File: src/design/sct_pkg.sv
// ============================================================================
// sct_pkg: shared definitions for the sine / cosine Taylor series unit
// Holds the fixed-point constants, datapath widths, register indexes and
// the sequencer state type.
// ============================================================================
package sct_pkg;

    // Fixed-point constants. Pi and 2*pi are in Q.32, the degree period in Q16.16.
    localparam logic [33:0] PI_Q32      = 34'd13493037705;
    localparam logic [34:0] TWO_PI_Q32  = 35'd26986075410;
    localparam logic [24:0] DEG360_Q16  = 25'd23592960;
    localparam logic [7:0]  DEG180_DIV  = 8'd180;
    localparam int          DEG_SHIFT   = 16;
    localparam int          SER_FRAC    = 26;
    localparam int          RAD_SHIFT   = 32 - SER_FRAC;

    // Datapath widths.
    localparam int ANGLE_W     = 32;
    localparam int VALUE_W     = 32;
    localparam int WORK_W      = 48;
    localparam int MUL_A_W     = 36;
    localparam int MUL_HALF_W  = 18;
    localparam int MUL_B_W     = 29;
    localparam int PROD_W      = 65;
    localparam int ACC_W       = 42;
    localparam int DEN_W       = 8;
    localparam int DIV_BITS    = 8;
    localparam int DIV_CYCLES  = WORK_W / DIV_BITS;
    localparam int DIV_CNT_W   = $clog2(DIV_CYCLES);
    localparam int FOLD_J_W    = 4;
    localparam int DFOLD_TOP   = 6;
    localparam int RFOLD_TOP   = 12;

    // Configuration port.
    localparam int              TERM_COUNT_W     = 4;
    localparam int              CFG_DATA_W       = 4;
    localparam int              REG_IDX_W        = 1;
    localparam logic [3:0]      TERM_COUNT_RESET = 4'd10;
    localparam logic            UNIT_MODE_RESET  = 1'b0;
    localparam int              MAX_TERMS_DEF    = 12;

    typedef enum logic [REG_IDX_W-1:0] {
        REG_TERM_COUNT = 1'b0,
        REG_UNIT_MODE  = 1'b1
    } reg_index_t;

    typedef enum logic [0:0] {
        FUNC_SINE   = 1'b0,
        FUNC_COSINE = 1'b1
    } func_t;

    typedef enum logic [3:0] {
        S_IDLE,
        S_DCHK,
        S_DFOLD,
        S_DLOAD,
        S_DMUL,
        S_DDIV,
        S_RCHK,
        S_RFOLD,
        S_INIT,
        S_ACC,
        S_TMUL,
        S_TDIV,
        S_ROUND
    } sct_state_t;

endpackage

File: src/design/sct_in_if.sv
// ============================================================================
// sct_in_if: input word channel of the sine / cosine unit
// Carries valid, ready, the function select and the Q16.16 angle.
// ============================================================================
interface sct_in_if
    import sct_pkg::*;
();
    logic                      valid;
    logic                      ready;
    logic                      func;
    logic signed [ANGLE_W-1:0] angle;

    modport source (output valid, output func, output angle, input ready);
    modport sink   (input valid, input func, input angle, output ready);
endinterface

File: src/design/sct_out_if.sv
// ============================================================================
// sct_out_if: output word channel of the sine / cosine unit
// Carries valid, ready and the Q8.24 result value.
// ============================================================================
interface sct_out_if
    import sct_pkg::*;
();
    logic                      valid;
    logic                      ready;
    logic signed [VALUE_W-1:0] value;

    modport source (output valid, output value, input ready);
    modport sink   (input valid, input value, output ready);
endinterface

File: src/design/sine_cosine_taylor_series_unit.sv
// ============================================================================
// sine_cosine_taylor_series_unit: fixed-point Taylor series sine / cosine
// Range-reduces a Q16.16 angle and sums alternating series terms with one
// shared multiplier, a small-divisor divider and a fold subtractor.
// ============================================================================
// Flow, accept to result valid, with n terms (n = term count, capped): degree angles
// are folded if above 360 degrees and converted to radians, radian values are folded
// if above 2*pi, then the series runs n terms and the sum is rounded.
// A word is taken only in the idle state, so a new word waits until the last result
// is taken into the output register; each term takes two multiplies and two divides.
// Reset (rst_n low, asynchronous) returns to idle, term_count = 10, radians.
// ============================================================================
module sine_cosine_taylor_series_unit
    import sct_pkg::*;
#(
    parameter int MAX_TERMS = MAX_TERMS_DEF
)
(
    input  logic                  clk,
    input  logic                  rst_n,
    sct_in_if.sink                din,
    sct_out_if.source             dout,
    input  logic                  cfg_we,
    input  logic [REG_IDX_W-1:0]  cfg_index,
    input  logic [CFG_DATA_W-1:0] cfg_data
);

    // Term counter and series index widths follow from the term limit.
    localparam int CNT_W = $clog2(MAX_TERMS + 1);
    localparam int K_W   = $clog2(2 * MAX_TERMS + 2);

    // ------------------------------------------------------------------
    // Registers
    // ------------------------------------------------------------------
    sct_state_t                state_reg, state_next;
    logic [TERM_COUNT_W-1:0]   term_count_reg;
    logic                      unit_mode_reg;

    logic                      cos_reg, cos_next;
    logic                      neg_reg, neg_next;
    // Working value: magnitude, fold remainder and finally the radian value.
    logic [WORK_W-1:0]         val_reg, val_next;
    logic [FOLD_J_W-1:0]       j_reg, j_next;
    logic [MUL_B_W-1:0]        x_reg, x_next;
    logic [MUL_A_W-1:0]        t_reg, t_next;
    logic [K_W-1:0]            k_reg, k_next;
    logic [CNT_W-1:0]          i_reg, i_next;
    logic [CNT_W-1:0]          n_reg, n_next;
    logic                      step_reg, step_next;
    logic                      phase_reg, phase_next;
    logic signed [ACC_W-1:0]   acc_reg, acc_next;

    logic [MUL_A_W-1:0]        mul_a_reg, mul_a_next;
    logic [MUL_B_W-1:0]        mul_b_reg, mul_b_next;
    logic [PROD_W-1:0]         prod_reg, prod_next;

    logic [WORK_W-1:0]         div_num_reg, div_num_next;
    logic [DEN_W-1:0]          div_rem_reg, div_rem_next;
    logic [DEN_W-1:0]          div_den_reg, div_den_next;
    logic [DIV_CNT_W-1:0]      div_cnt_reg, div_cnt_next;

    logic                      out_valid_reg, out_valid_next;
    logic signed [VALUE_W-1:0] out_value_reg, out_value_next;

    // ------------------------------------------------------------------
    // Shared units
    // ------------------------------------------------------------------
    logic [ANGLE_W-1:0]            angle_u;
    logic [ANGLE_W-1:0]            mag;
    logic                          in_accept;
    logic                          out_free;

    logic [WORK_W-1:0]             chk_mod;
    logic                          chk_gt;
    logic [WORK_W-1:0]             fold_mod;
    logic                          fold_ge;
    logic [WORK_W-1:0]             fold_val;
    logic [WORK_W-1:0]             fold_plus1;
    logic                          fold_last;

    logic [MUL_HALF_W-1:0]         mul_half;
    logic [MUL_HALF_W+MUL_B_W-1:0] mul_out;
    logic [PROD_W-1:0]             mul_sum;

    logic [WORK_W-1:0]             div_q;
    logic [DEN_W-1:0]              div_r;
    logic                          div_last;

    logic [TERM_COUNT_W:0]         tc_ext;
    logic [CNT_W-1:0]              n_cap;
    logic [CNT_W-1:0]              i_inc;
    logic                          term_last;
    logic [K_W-1:0]                k_den;

    logic [ACC_W-1:0]              acc_mag;
    logic [ACC_W-1:0]              acc_rnd;
    logic                          res_neg;
    logic signed [VALUE_W-1:0]     res_sat;

    assign in_accept = din.valid && din.ready;
    assign out_free  = !out_valid_reg || dout.ready;

    // Magnitude of the angle; the most negative angle gives 2^31.
    assign angle_u = din.angle;
    assign mag     = angle_u[ANGLE_W-1] ? (~angle_u + 1'b1) : angle_u;

    // Fold unit: one compare and subtract of a shifted period per cycle,
    // a restoring remainder that leaves the value in (0, period].
    assign chk_mod    = (state_reg == S_DCHK) ? WORK_W'(DEG360_Q16) : WORK_W'(TWO_PI_Q32);
    assign chk_gt     = val_reg > chk_mod;
    assign fold_mod   = ((state_reg == S_DFOLD) ? WORK_W'(DEG360_Q16) : WORK_W'(TWO_PI_Q32))
                        << j_reg;
    assign fold_ge    = val_reg >= fold_mod;
    assign fold_val   = fold_ge ? (val_reg - fold_mod) : val_reg;
    assign fold_plus1 = fold_val + 1'b1;
    assign fold_last  = (j_reg == '0);

    // Multiplier: one 18 x 29 product per cycle, low half first.
    assign mul_half = phase_reg ? mul_a_reg[MUL_A_W-1:MUL_HALF_W]
                                : mul_a_reg[MUL_HALF_W-1:0];
    assign mul_out  = mul_half * mul_b_reg;
    assign mul_sum  = prod_reg + (PROD_W'(mul_out) << MUL_HALF_W);

    // Divider by a small divisor: the remainder stays below the divisor,
    // so eight narrow quotient steps fit in one cycle.
    always_comb
    begin
        logic [WORK_W-1:0] num;
        logic [DEN_W-1:0]  rem;
        logic [DEN_W:0]    trial;
        num = div_num_reg;
        rem = div_rem_reg;
        for (int s = 0; s < DIV_BITS; s++)
        begin
            trial = {rem, num[WORK_W-1]};
            num   = num << 1;
            if (trial >= {1'b0, div_den_reg})
            begin
                trial  = trial - {1'b0, div_den_reg};
                num[0] = 1'b1;
            end
            rem = trial[DEN_W-1:0];
        end
        div_q = num;
        div_r = rem;
    end

    assign div_last = (div_cnt_reg == DIV_CNT_W'(DIV_CYCLES - 1));

    // Term bookkeeping.
    assign tc_ext    = {1'b0, term_count_reg};
    assign n_cap     = (tc_ext > (TERM_COUNT_W + 1)'(MAX_TERMS)) ? CNT_W'(MAX_TERMS)
                                                                : CNT_W'(tc_ext);
    assign i_inc     = i_reg + 1'b1;
    assign term_last = (i_inc == n_reg);
    assign k_den     = step_reg ? (k_reg + K_W'(2)) : (k_reg + K_W'(1));

    // Output rounding: Q.26 to Q8.24, half away from zero, then sine takes
    // back the input sign, then saturation to 32 bits.
    assign acc_mag = acc_reg[ACC_W-1] ? ACC_W'(-acc_reg) : ACC_W'(acc_reg);
    assign acc_rnd = (acc_mag + ACC_W'(2)) >> 2;
    assign res_neg = acc_reg[ACC_W-1] ^ (!cos_reg && neg_reg);

    always_comb
    begin
        if (res_neg)
        begin
            if (acc_rnd > ACC_W'(64'h8000_0000))
                res_sat = {1'b1, {(VALUE_W-1){1'b0}}};
            else
                res_sat = VALUE_W'(-acc_rnd);
        end
        else
        begin
            if (acc_rnd > ACC_W'(64'h7FFF_FFFF))
                res_sat = {1'b0, {(VALUE_W-1){1'b1}}};
            else
                res_sat = VALUE_W'(acc_rnd);
        end
    end

    // ------------------------------------------------------------------
    // Sequencer: next state
    // ------------------------------------------------------------------
    always_comb
    begin
        state_next = state_reg;
        case (state_reg)
            S_IDLE:
            begin
                if (in_accept)
                    state_next = unit_mode_reg ? S_DCHK : S_RCHK;
            end
            S_DCHK:
            begin
                state_next = chk_gt ? S_DFOLD : S_DLOAD;
            end
            S_DFOLD:
            begin
                if (fold_last)
                    state_next = S_DLOAD;
            end
            S_DLOAD:
            begin
                state_next = S_DMUL;
            end
            S_DMUL:
            begin
                if (phase_reg)
                    state_next = S_DDIV;
            end
            S_DDIV:
            begin
                if (div_last)
                    state_next = S_RCHK;
            end
            S_RCHK:
            begin
                state_next = chk_gt ? S_RFOLD : S_INIT;
            end
            S_RFOLD:
            begin
                if (fold_last)
                    state_next = S_INIT;
            end
            S_INIT:
            begin
                state_next = (n_cap == '0) ? S_ROUND : S_ACC;
            end
            S_ACC:
            begin
                state_next = term_last ? S_ROUND : S_TMUL;
            end
            S_TMUL:
            begin
                if (phase_reg)
                    state_next = S_TDIV;
            end
            S_TDIV:
            begin
                if (div_last)
                    state_next = step_reg ? S_ACC : S_TMUL;
            end
            S_ROUND:
            begin
                if (out_free)
                    state_next = S_IDLE;
            end
            default:
            begin
                state_next = S_IDLE;
            end
        endcase
    end

    // ------------------------------------------------------------------
    // Sequencer: datapath controls and register updates
    // ------------------------------------------------------------------
    always_comb
    begin
        cos_next       = cos_reg;
        neg_next       = neg_reg;
        val_next       = val_reg;
        j_next         = j_reg;
        x_next         = x_reg;
        t_next         = t_reg;
        k_next         = k_reg;
        i_next         = i_reg;
        n_next         = n_reg;
        step_next      = step_reg;
        phase_next     = phase_reg;
        acc_next       = acc_reg;
        mul_a_next     = mul_a_reg;
        mul_b_next     = mul_b_reg;
        prod_next      = prod_reg;
        div_num_next   = div_q;
        div_rem_next   = div_r;
        div_den_next   = div_den_reg;
        div_cnt_next   = div_cnt_reg + 1'b1;
        out_value_next = out_value_reg;
        out_valid_next = out_valid_reg && !dout.ready;

        case (state_reg)
            S_IDLE:
            begin
                if (in_accept)
                begin
                    cos_next = (din.func == FUNC_COSINE);
                    neg_next = angle_u[ANGLE_W-1];
                    if (unit_mode_reg)
                        val_next = WORK_W'(mag);
                    else
                        val_next = WORK_W'(mag) << DEG_SHIFT;
                end
            end
            S_DCHK, S_RCHK:
            begin
                // Fold only values strictly above the period.
                if (chk_gt)
                begin
                    val_next = val_reg - 1'b1;
                    j_next   = (state_reg == S_DCHK) ? FOLD_J_W'(DFOLD_TOP)
                                                     : FOLD_J_W'(RFOLD_TOP);
                end
                else if (state_reg == S_RCHK)
                begin
                    x_next = val_reg[RAD_SHIFT +: MUL_B_W];
                end
            end
            S_DFOLD:
            begin
                val_next = fold_last ? fold_plus1 : fold_val;
                j_next   = j_reg - 1'b1;
            end
            S_DLOAD:
            begin
                mul_a_next = MUL_A_W'(PI_Q32);
                mul_b_next = MUL_B_W'(val_reg);
                phase_next = 1'b0;
            end
            S_DMUL, S_TMUL:
            begin
                phase_next = !phase_reg;
                if (!phase_reg)
                begin
                    prod_next = PROD_W'(mul_out);
                end
                else
                begin
                    prod_next    = mul_sum;
                    div_rem_next = '0;
                    div_cnt_next = '0;
                    if (state_reg == S_DMUL)
                    begin
                        div_num_next = WORK_W'(mul_sum >> DEG_SHIFT);
                        div_den_next = DEG180_DIV;
                    end
                    else
                    begin
                        div_num_next = WORK_W'(mul_sum >> SER_FRAC);
                        div_den_next = DEN_W'(k_den);
                    end
                end
            end
            S_DDIV:
            begin
                if (div_last)
                    val_next = div_q;
            end
            S_RFOLD:
            begin
                val_next = fold_last ? fold_plus1 : fold_val;
                j_next   = j_reg - 1'b1;
                if (fold_last)
                    x_next = fold_plus1[RAD_SHIFT +: MUL_B_W];
            end
            S_INIT:
            begin
                n_next   = n_cap;
                i_next   = '0;
                acc_next = '0;
                if (cos_reg)
                begin
                    t_next = MUL_A_W'(1) << SER_FRAC;
                    k_next = '0;
                end
                else
                begin
                    t_next = MUL_A_W'(x_reg);
                    k_next = K_W'(1);
                end
            end
            S_ACC:
            begin
                // Even-indexed terms add, odd-indexed terms subtract.
                if (i_reg[0])
                    acc_next = acc_reg - $signed(ACC_W'(t_reg));
                else
                    acc_next = acc_reg + $signed(ACC_W'(t_reg));
                mul_a_next = t_reg;
                mul_b_next = x_reg;
                phase_next = 1'b0;
                step_next  = 1'b0;
            end
            S_TDIV:
            begin
                if (div_last)
                begin
                    t_next     = MUL_A_W'(div_q);
                    mul_a_next = MUL_A_W'(div_q);
                    phase_next = 1'b0;
                    step_next  = !step_reg;
                    if (step_reg)
                    begin
                        k_next = k_reg + K_W'(2);
                        i_next = i_inc;
                    end
                end
            end
            S_ROUND:
            begin
                if (out_free)
                begin
                    out_value_next = res_sat;
                    out_valid_next = 1'b1;
                end
            end
            default:
            begin
            end
        endcase
    end

    // ------------------------------------------------------------------
    // Clocked state
    // ------------------------------------------------------------------
    always_ff @(posedge clk or negedge rst_n)
    begin
        if (!rst_n)
        begin
            state_reg      <= S_IDLE;
            out_valid_reg  <= 1'b0;
            term_count_reg <= TERM_COUNT_RESET;
            unit_mode_reg  <= UNIT_MODE_RESET;
        end
        else
        begin
            state_reg     <= state_next;
            out_valid_reg <= out_valid_next;
            if (cfg_we && (cfg_index == REG_TERM_COUNT))
                term_count_reg <= cfg_data[TERM_COUNT_W-1:0];
            if (cfg_we && (cfg_index == REG_UNIT_MODE))
                unit_mode_reg <= cfg_data[0];
        end
    end

    always_ff @(posedge clk)
    begin
        cos_reg       <= cos_next;
        neg_reg       <= neg_next;
        val_reg       <= val_next;
        j_reg         <= j_next;
        x_reg         <= x_next;
        t_reg         <= t_next;
        k_reg         <= k_next;
        i_reg         <= i_next;
        n_reg         <= n_next;
        step_reg      <= step_next;
        phase_reg     <= phase_next;
        acc_reg       <= acc_next;
        mul_a_reg     <= mul_a_next;
        mul_b_reg     <= mul_b_next;
        prod_reg      <= prod_next;
        div_num_reg   <= div_num_next;
        div_rem_reg   <= div_rem_next;
        div_den_reg   <= div_den_next;
        div_cnt_reg   <= div_cnt_next;
        out_value_reg <= out_value_next;
    end

    // ------------------------------------------------------------------
    // Ports
    // ------------------------------------------------------------------
    assign din.ready  = (state_reg == S_IDLE);
    assign dout.valid = out_valid_reg;
    assign dout.value = out_value_reg;

endmodule
File: src/flat_wrapper.sv
// flat-port wrapper written by rule: the top's interface ports become plain ports
module sine_cosine_taylor_series_unit_flat import sct_pkg::*;
#(
    parameter int MAX_TERMS = MAX_TERMS_DEF
)
  (clk, rst_n, cfg_we, cfg_index, cfg_data, din_valid, din_func, din_angle, din_ready, dout_valid, dout_value, dout_ready);
  sct_in_if din_i ();
  sct_out_if dout_i ();
  input  logic clk;
  input  logic rst_n;
  input  logic cfg_we;
  input  logic [REG_IDX_W-1:0] cfg_index;
  input  logic [CFG_DATA_W-1:0] cfg_data;
  input wire logic [$bits(din_i.valid)-1:0] din_valid;
  input wire logic [$bits(din_i.func)-1:0] din_func;
  input wire logic [$bits(din_i.angle)-1:0] din_angle;
  output wire logic [$bits(din_i.ready)-1:0] din_ready;
  output wire logic [$bits(dout_i.valid)-1:0] dout_valid;
  output wire logic [$bits(dout_i.value)-1:0] dout_value;
  input wire logic [$bits(dout_i.ready)-1:0] dout_ready;
  assign din_i.valid = din_valid;
  assign din_i.func = din_func;
  assign din_i.angle = din_angle;
  assign din_ready = din_i.ready;
  assign dout_valid = dout_i.valid;
  assign dout_value = dout_i.value;
  assign dout_i.ready = dout_ready;
  sine_cosine_taylor_series_unit #(.MAX_TERMS(MAX_TERMS)) u_core (.clk(clk), .rst_n(rst_n), .din(din_i), .dout(dout_i), .cfg_we(cfg_we), .cfg_index(cfg_index), .cfg_data(cfg_data));
endmodule
File: config.mk
export PLATFORM = sky130hd
export DESIGN_NAME = sine_cosine_taylor_series_unit_flat
export DESIGN_NICKNAME = d
export VERILOG_FILES = /design/src/design/sct_pkg.sv /design/src/design/sct_in_if.sv /design/src/design/sct_out_if.sv /design/src/design/sine_cosine_taylor_series_unit.sv /design/src/flat_wrapper.sv
export SDC_FILE = /design/constraint.sdc
export NUM_CORES = 2
export LEC_CHECK = 0
export BUFFER_PORTS_ARGS = -buffer_cell sky130_fd_sc_hd__buf_2
export CAP_MARGIN = 25
export CORE_MARGIN = 8
export CORE_UTILIZATION = 34
export DETAILED_ROUTE_END_ITERATION = 10
export GPL_TIMING_DRIVEN = 0
export SLEW_MARGIN = 20
export SYNTH_ARGS = -nofsm -noshare
export SYNTH_HDL_FRONTEND = slang
export SYNTH_SLANG_ARGS = --single-unit
File: constraint.sdc
create_clock -name clk -period 41.7 [get_ports clk]
set_input_delay 4.17 -clock clk [delete_from_list [all_inputs] [get_ports clk]]
set_output_delay 4.17 -clock clk [all_outputs]
set_load 0.01 [all_outputs]
# After elaboration in Yosys (flattened, before gate mapping)
# Index checks and enable logic that the tools add are counted.
# totals
reg_bits,415
latch_bits,0
romBits,0
mem_bits_rw,0
inputBits,43
out_inout_bits,34
elab_cells,216
n_memories,0
# op_classes
bitwise_logic,3
multipliers,1
magnitude_cmp,13
div,0
n_reduce_logical,39
n_eq_ne,26
add_sub_neg,23
shifts,1
mux,84
# op_table
operator,count
48-bit 2-to-1 mux,9
48-bit case mux with 4 select lines,1
32-bit 2-to-1 mux,4
29-bit 2-to-1 mux,4
29-bit case mux with 2 select lines,2
36-bit case mux with 3 select lines,1
8-bit 2-to-1 mux,11
42-bit 2-to-1 mux,2
42-bit case mux with 2 select lines,1
9-bit by 8-bit greater-or-equal comparator with 1-bit output,8
36-bit case mux with 2 select lines,1
35-bit 2-to-1 mux,2
65-bit adder,1
8-bit subtractor,8
4-bit 2-to-1 mux,14
4-bit case mux with 13 select lines,1
48-bit by 1-bit adder with 48-bit output (second input constant),1
48-bit greater-or-equal comparator,1
48-bit > comparator,1
48-bit by 4-bit left shift with 48-bit output,1
48-bit by 1-bit subtractor with 48-bit output (second input constant),1
48-bit subtractor,1
18-bit by 29-bit multiplier with 47-bit output,1
47-bit 2-to-1 mux,1
47 further kinds,112

# Longest topological paths before layout
# depth
word_depth,18
mapped_depth,94
mapped_depth_nobuf,90

# Worst setup path after synthesis
# OpenSTA, ideal clock, no wires.
# synth_path
kind,reg-to-reg
start,reg u_core.div_den_reg[1]
end,reg u_core.t_reg[0] (data pin)
arrival_time_ps,17660
path_stages_with_launch,87
slack_ps,23784
period_less_slack_ps,17916
path_cell_list,edfxtp_1 inv_1 ha_1 nand2_1 o21ai_1 a21oi_2 clkbuf_1 mux2_2 ha_1 o21a_1 o31a_1 o31a_1 or2_2 o21ai_1 nand2_1 o21ai_0 inv_1 ha_1 (+51 left out) a21o_1 a21o_1 a21oi_1 or4b_4 a31oi_4 mux2_2 inv_1 ha_1 nor2b_1 o21ai_0 nand2b_1 a21o_1 a21o_1 a21o_1 nor4_2 o31ai_2 buf_6 a22o_1
# synth_between
elab_chain_cells,18
elab_cells_between_ends,25
cone_classes,add/sub: 7; order compare: 8; mux: 10
# synth_lines
element,line_no,rtl
start: declaration,sine_cosine_taylor_series_unit.sv:59,"logic [DEN_W-1:0] div_den_reg, div_den_next;"
start signal: assignment,sine_cosine_taylor_series_unit.sv:456,div_den_reg <= div_den_next;
8-bit subtractor or 9-bit by 8-bit greater-or-equal comparator with 1-bit output (tied branches),"sine_cosine_taylor_series_unit.sv:139, sine_cosine_taylor_series_unit.sv:137",
8-bit 2-to-1 mux,sine_cosine_taylor_series_unit.sv:137,"if (trial >= {1'b0, div_den_reg})"
8-bit subtractor or 9-bit by 8-bit greater-or-equal comparator with 1-bit output (tied branches),"sine_cosine_taylor_series_unit.sv:139, sine_cosine_taylor_series_unit.sv:137",
8-bit 2-to-1 mux,sine_cosine_taylor_series_unit.sv:137,
8-bit subtractor or 9-bit by 8-bit greater-or-equal comparator with 1-bit output (tied branches),"sine_cosine_taylor_series_unit.sv:139, sine_cosine_taylor_series_unit.sv:137",
8-bit 2-to-1 mux,sine_cosine_taylor_series_unit.sv:137,
8-bit subtractor or 9-bit by 8-bit greater-or-equal comparator with 1-bit output (tied branches),"sine_cosine_taylor_series_unit.sv:139, sine_cosine_taylor_series_unit.sv:137",
8-bit 2-to-1 mux,sine_cosine_taylor_series_unit.sv:137,
(+3 left out),--,
8-bit 2-to-1 mux,sine_cosine_taylor_series_unit.sv:137,
8-bit subtractor or 9-bit by 8-bit greater-or-equal comparator with 1-bit output (tied branches),"sine_cosine_taylor_series_unit.sv:139, sine_cosine_taylor_series_unit.sv:137",
8-bit 2-to-1 mux,sine_cosine_taylor_series_unit.sv:137,
9-bit by 8-bit greater-or-equal comparator with 1-bit output (*),sine_cosine_taylor_series_unit.sv:137,
1-bit 2-to-1 mux (*),sine_cosine_taylor_series_unit.sv:137,
36-bit 2-to-1 mux (*),sine_cosine_taylor_series_unit.sv:387,if (div_last)
36-bit case mux with 2 select lines (*),sine_cosine_taylor_series_unit.sv:283,case (state_reg)
named net u_core.t_next[0],sine_cosine_taylor_series_unit.sv:45,"logic [MUL_A_W-1:0] t_reg, t_next;"
end signal: assignment,sine_cosine_taylor_series_unit.sv:444,t_reg <= t_next;
end: declaration,sine_cosine_taylor_series_unit.sv:45,
# The timed path passes the listed nets; every way through them passes the cells marked *. The select of a mux whose other input is x is not followed.
# A chain may end at the register's enable or synchronous reset.

# Worst setup path in the final report
# layout_path
start,reg u_core.div_den_reg[1]
end,reg u_core.div_rem_reg[7]
# layout_between
elab_chain_cells,18
elab_cells_between_ends,26
cone_classes,add/sub: 8; order compare: 8; mux: 10
# layout_lines
element,line_no,rtl
8-bit subtractor or 9-bit by 8-bit greater-or-equal comparator with 1-bit output (tied branches),"sine_cosine_taylor_series_unit.sv:139, sine_cosine_taylor_series_unit.sv:137",
8-bit 2-to-1 mux,sine_cosine_taylor_series_unit.sv:137,
8-bit subtractor or 9-bit by 8-bit greater-or-equal comparator with 1-bit output (tied branches),"sine_cosine_taylor_series_unit.sv:139, sine_cosine_taylor_series_unit.sv:137",
8-bit 2-to-1 mux,sine_cosine_taylor_series_unit.sv:137,
8-bit subtractor or 9-bit by 8-bit greater-or-equal comparator with 1-bit output (tied branches),"sine_cosine_taylor_series_unit.sv:139, sine_cosine_taylor_series_unit.sv:137",
8-bit 2-to-1 mux,sine_cosine_taylor_series_unit.sv:137,
8-bit subtractor or 9-bit by 8-bit greater-or-equal comparator with 1-bit output (tied branches),"sine_cosine_taylor_series_unit.sv:139, sine_cosine_taylor_series_unit.sv:137",
8-bit 2-to-1 mux,sine_cosine_taylor_series_unit.sv:137,
(+3 left out),--,
8-bit 2-to-1 mux,sine_cosine_taylor_series_unit.sv:137,
8-bit subtractor or 9-bit by 8-bit greater-or-equal comparator with 1-bit output (tied branches),"sine_cosine_taylor_series_unit.sv:139, sine_cosine_taylor_series_unit.sv:137",
8-bit 2-to-1 mux,sine_cosine_taylor_series_unit.sv:137,
9-bit by 8-bit greater-or-equal comparator with 1-bit output or 8-bit subtractor (tied branches),"sine_cosine_taylor_series_unit.sv:137, sine_cosine_taylor_series_unit.sv:139",
8-bit 2-to-1 mux (*),sine_cosine_taylor_series_unit.sv:137,
8-bit 2-to-1 mux,sine_cosine_taylor_series_unit.sv:324,if (!phase_reg)
8-bit 2-to-1 mux (*),sine_cosine_taylor_series_unit.sv:283,
named net u_core.div_rem_next[7],sine_cosine_taylor_series_unit.sv:58,"logic [DEN_W-1:0] div_rem_reg, div_rem_next;"
end signal: assignment,sine_cosine_taylor_series_unit.sv:455,div_rem_reg <= div_rem_next;
end: declaration,sine_cosine_taylor_series_unit.sv:58,
# The timed path passes the listed nets; every way through them passes the cells marked *.

==> results.cfg <==
[yosys]
syn-num-nets = 6809
synth_mux_area_share_pct = 1.90
synthFlopType = edfxtp_1
ys_types = 105
synthXorXnorAreaFrac_pct = 7.73
syn_area_sq_um = 50600
synth_cells = 5983
synth_edf_count = 328
avgSynthCellArea_sq_um = 8.46
synth_compound_area_share_pct = 16.1
synth_warnings = 0
ys_seq_area_share_pct = 22.3
synth_top_family_by_area = adder cells
synth_adder_area_share_pct = 25.9
async_flop_share_pct = 2.52
yosys.area_share.simple_pct = 19.3
synth_seq_cells = 397

[sta]
drv_slew = 0
period_needed_ps = 22890
fin_tns_setup_ps = 0
slew_headroom_pct = 23.8
finalCritPeriodShare_pct = 54.9
rsz0062_at_grt = no
setup_viol = 0
finClkSkew_ps = 56.7
worst_pin_slew_ps = 1140
hold_viol_final = 0
fmax_mhz = 43.7

[route]
ant_nets = 0
drtIter0Drc = 4165
wl_um = 177000
vias_per_cell = 5.52
dr_total_vias = 44800
first_pass_iters = 6
post-route-drc-count = 0
wl_per_cell_um = 21.8

[min_path]
whs_path_depth = 1
hold_class = flop to flop
min_to = u_core.div_cnt_reg[0]
worstHoldStart = u_core.div_cnt_reg[0]

[critical_path]
worstPathRequired_ps = 42100
r2r_cells = 85
cp_slowest_stage_delay_ps = 1030
rr_endpoint = u_core.div_rem_reg[7]
start_kind = flop
cp-end-kind = flop
ff2ff_setup_slack_ps = 18810
cpMostUsedCell = a21o_1
crit_fanout = 10
crit_type = flop to flop
arrival_ps = 23290
reg2reg_from = u_core.div_den_reg[1]
slowest_stage = a2111oi_1

[floorplan]
placementRows = 141
die_x_um = 402
die_h_um = 402
die-area_sq_um = 162000
io-pin-count = 77
core-area_sq_um = 148000
start_util_pct = 34.3

[cts]
cts.path.max_buffers = 3
clkTransAtPathRegs_ps = 70
numCtsBuffers = 45
ctsHoldBuffers = 0
cts_root_buffer = clkbuf_16
htree_levels = 2
cts_setup_buffers = 0
cts_tree = yes
cts.repair.resized = 0
worst_skew_pair.late_latency_ps = 650
cts_sinks = 397

[finish]
fin_area_sq_um = 55400
nets = 6966
final_util_pct = 37.4
largest_register_ffs = 49
instances_no_fill = 8114
area_growth_pct = 9.30
fillers = 15100
drive_above_1_share_pct = 4.94

[placed_design]
postPlaceCellArea_sq_um = 53800
post-dp-hpwl_um = 146000
io_buffers = 76
routabilityCongestion = 0.983
post-place-cells = 8022

[grt]
grt_overflow = 0
grt_use_total_pct = 21.1
antenna_found_initial = 9
first_global_vias = 43400
grt_max_degree = 31
grt_pass1_wl_um = 267000

[outcome]
outcome = completed

[run]
drv_cap = 0
-- through the flow --
stage | setup WS (ps) | hold slack, ps
3_5_place_dp | 19150 | 452
3_3_place_gp | 19110 | 432
6_report | 18810 | 456
4_1_cts | 19090 | 463
2_1_floorplan | 23780 | 421
5_1_grt | 17510 | 498
-- area by class of cell --
type | instances | area [sq um] | share of cell area, %
well taps | 1930 | 2410 | 4.36
inverters | 587 | 2200 | 3.98
multi-input cells | 4681 | 36000 | 65.1
repair buffers | 110 | 684 | 1.24
clock inverters | 30 | 282 | 0.509
clock buffers | 54 | 1240 | 2.24
diodes | 7 | 17.5 | 0.0316
plain buffers | 318 | 1210 | 2.19
flip-flops and latches | 397 | 11300 | 20.4
-- worst max path at each step --
stage / end / from / slack [ps] / cells after the start
global route: u_core.div_rem_reg[7] / u_core.div_den_reg[1] / 17510 / 85
detailed placement: u_core.div_rem_reg[7] / u_core.div_den_reg[1] / 19150 / 84
floorplan: u_core.t_reg[0] / u_core.div_den_reg[1] / 23780 / 86
CTS: u_core.div_rem_reg[7] / u_core.div_den_reg[1] / 19090 / 84
global placement: u_core.div_rem_reg[7] / u_core.div_den_reg[1] / 19110 / 84
finish: u_core.div_rem_reg[7] / u_core.div_den_reg[1] / 18810 / 85
-- kinds of logic (layout without fill, tap and decap cells) --
kind of cell | Yosys count | after routing
compound gates | 1260 | 1260
other cells | 0 | 7
simple gates | 2101 | 2101
flops | 397 | 397
fa+ha+maj | 783 | 783
buf+inv | 905 | 1099
xor+xnor | 447 | 447
mux | 90 | 90
-- critical path, delay by kind of cell, from the launching register on --
kind | cells | cell delay (ps)
multiplexers | 3 | 1210
AO/OA/AOI/OAI | 39 | 10090
AND/OR/NAND/NOR | 24 | 4410
flip-flops | 1 | 720
buffers and inverters | 11 | 3830
adder cells (fa/ha/maj) | 8 | 2380
-- metal layers --
metal | vias up | share of wire [%] | global-route usage (%)
met2 | 1824 | 44 | 33.4
met3 | 344 | 7.0 | 2.93
met5 | - | 0.016 | 0
met1 | 21900 | 44 | 28.8
met4 | 6 | 4.7 | 8.76
li1 | 20800 | - | -
-- synth_stat cells (13+ instances only) --
library cell / n / area (sq um)
nor2_1: 437 / 1640
or3_1: 43 / 269
o21bai_1: 35 / 263
xor2_1: 177 / 1550
o22a_1: 18 / 158
mux2_2: 42 / 473
buf_1: 49 / 184
nor3_1: 132 / 661
dfxtp_1: 59 / 1180
or4_1: 26 / 195
a21oi_1: 312 / 1560
a211oi_1: 31 / 233
o21a_1: 29 / 218
mux2i_1: 44 / 440
a22o_1: 33 / 289
xnor2_1: 270 / 2360
o31ai_1: 37 / 278
nor3b_1: 19 / 143
nand2b_1: 56 / 350
a21boi_0: 20 / 150
a221oi_1: 19 / 166
o22ai_1: 23 / 144
inv_1: 585 / 2200
nor4_1: 42 / 263
or2_2: 21 / 131
o41ai_1: 13 / 114
fa_1: 442 / 8850
a21o_1: 117 / 878
and2_1: 98 / 613
ha_1: 341 / 4270
o21ai_0: 340 / 1700
and3_1: 28 / 175
nand2_1: 880 / 3300
nand3_1: 92 / 460
clkbuf_1: 265 / 995
nand4_1: 37 / 231
a31oi_1: 53 / 332
o211ai_1: 18 / 135
nand3b_1: 18 / 135
nor2b_1: 131 / 820
edfxtp_1: 328 / 9850
a222oi_1: 25 / 250
-- layout by cell type, fill, tap and decap left out, drive strengths merged, types with 177 or more instances in the layout --
cell type and n:
edfxtp 328, xnor2 270, a21oi 313, clkbuf 319, inv 591, o21ai 350, nor2 437, ha 341
fa 442, nand2 880, xor2 177
Power is not shown: default switching activity piles up to over one toggle a cycle in this logic, so the estimate is an artifact.
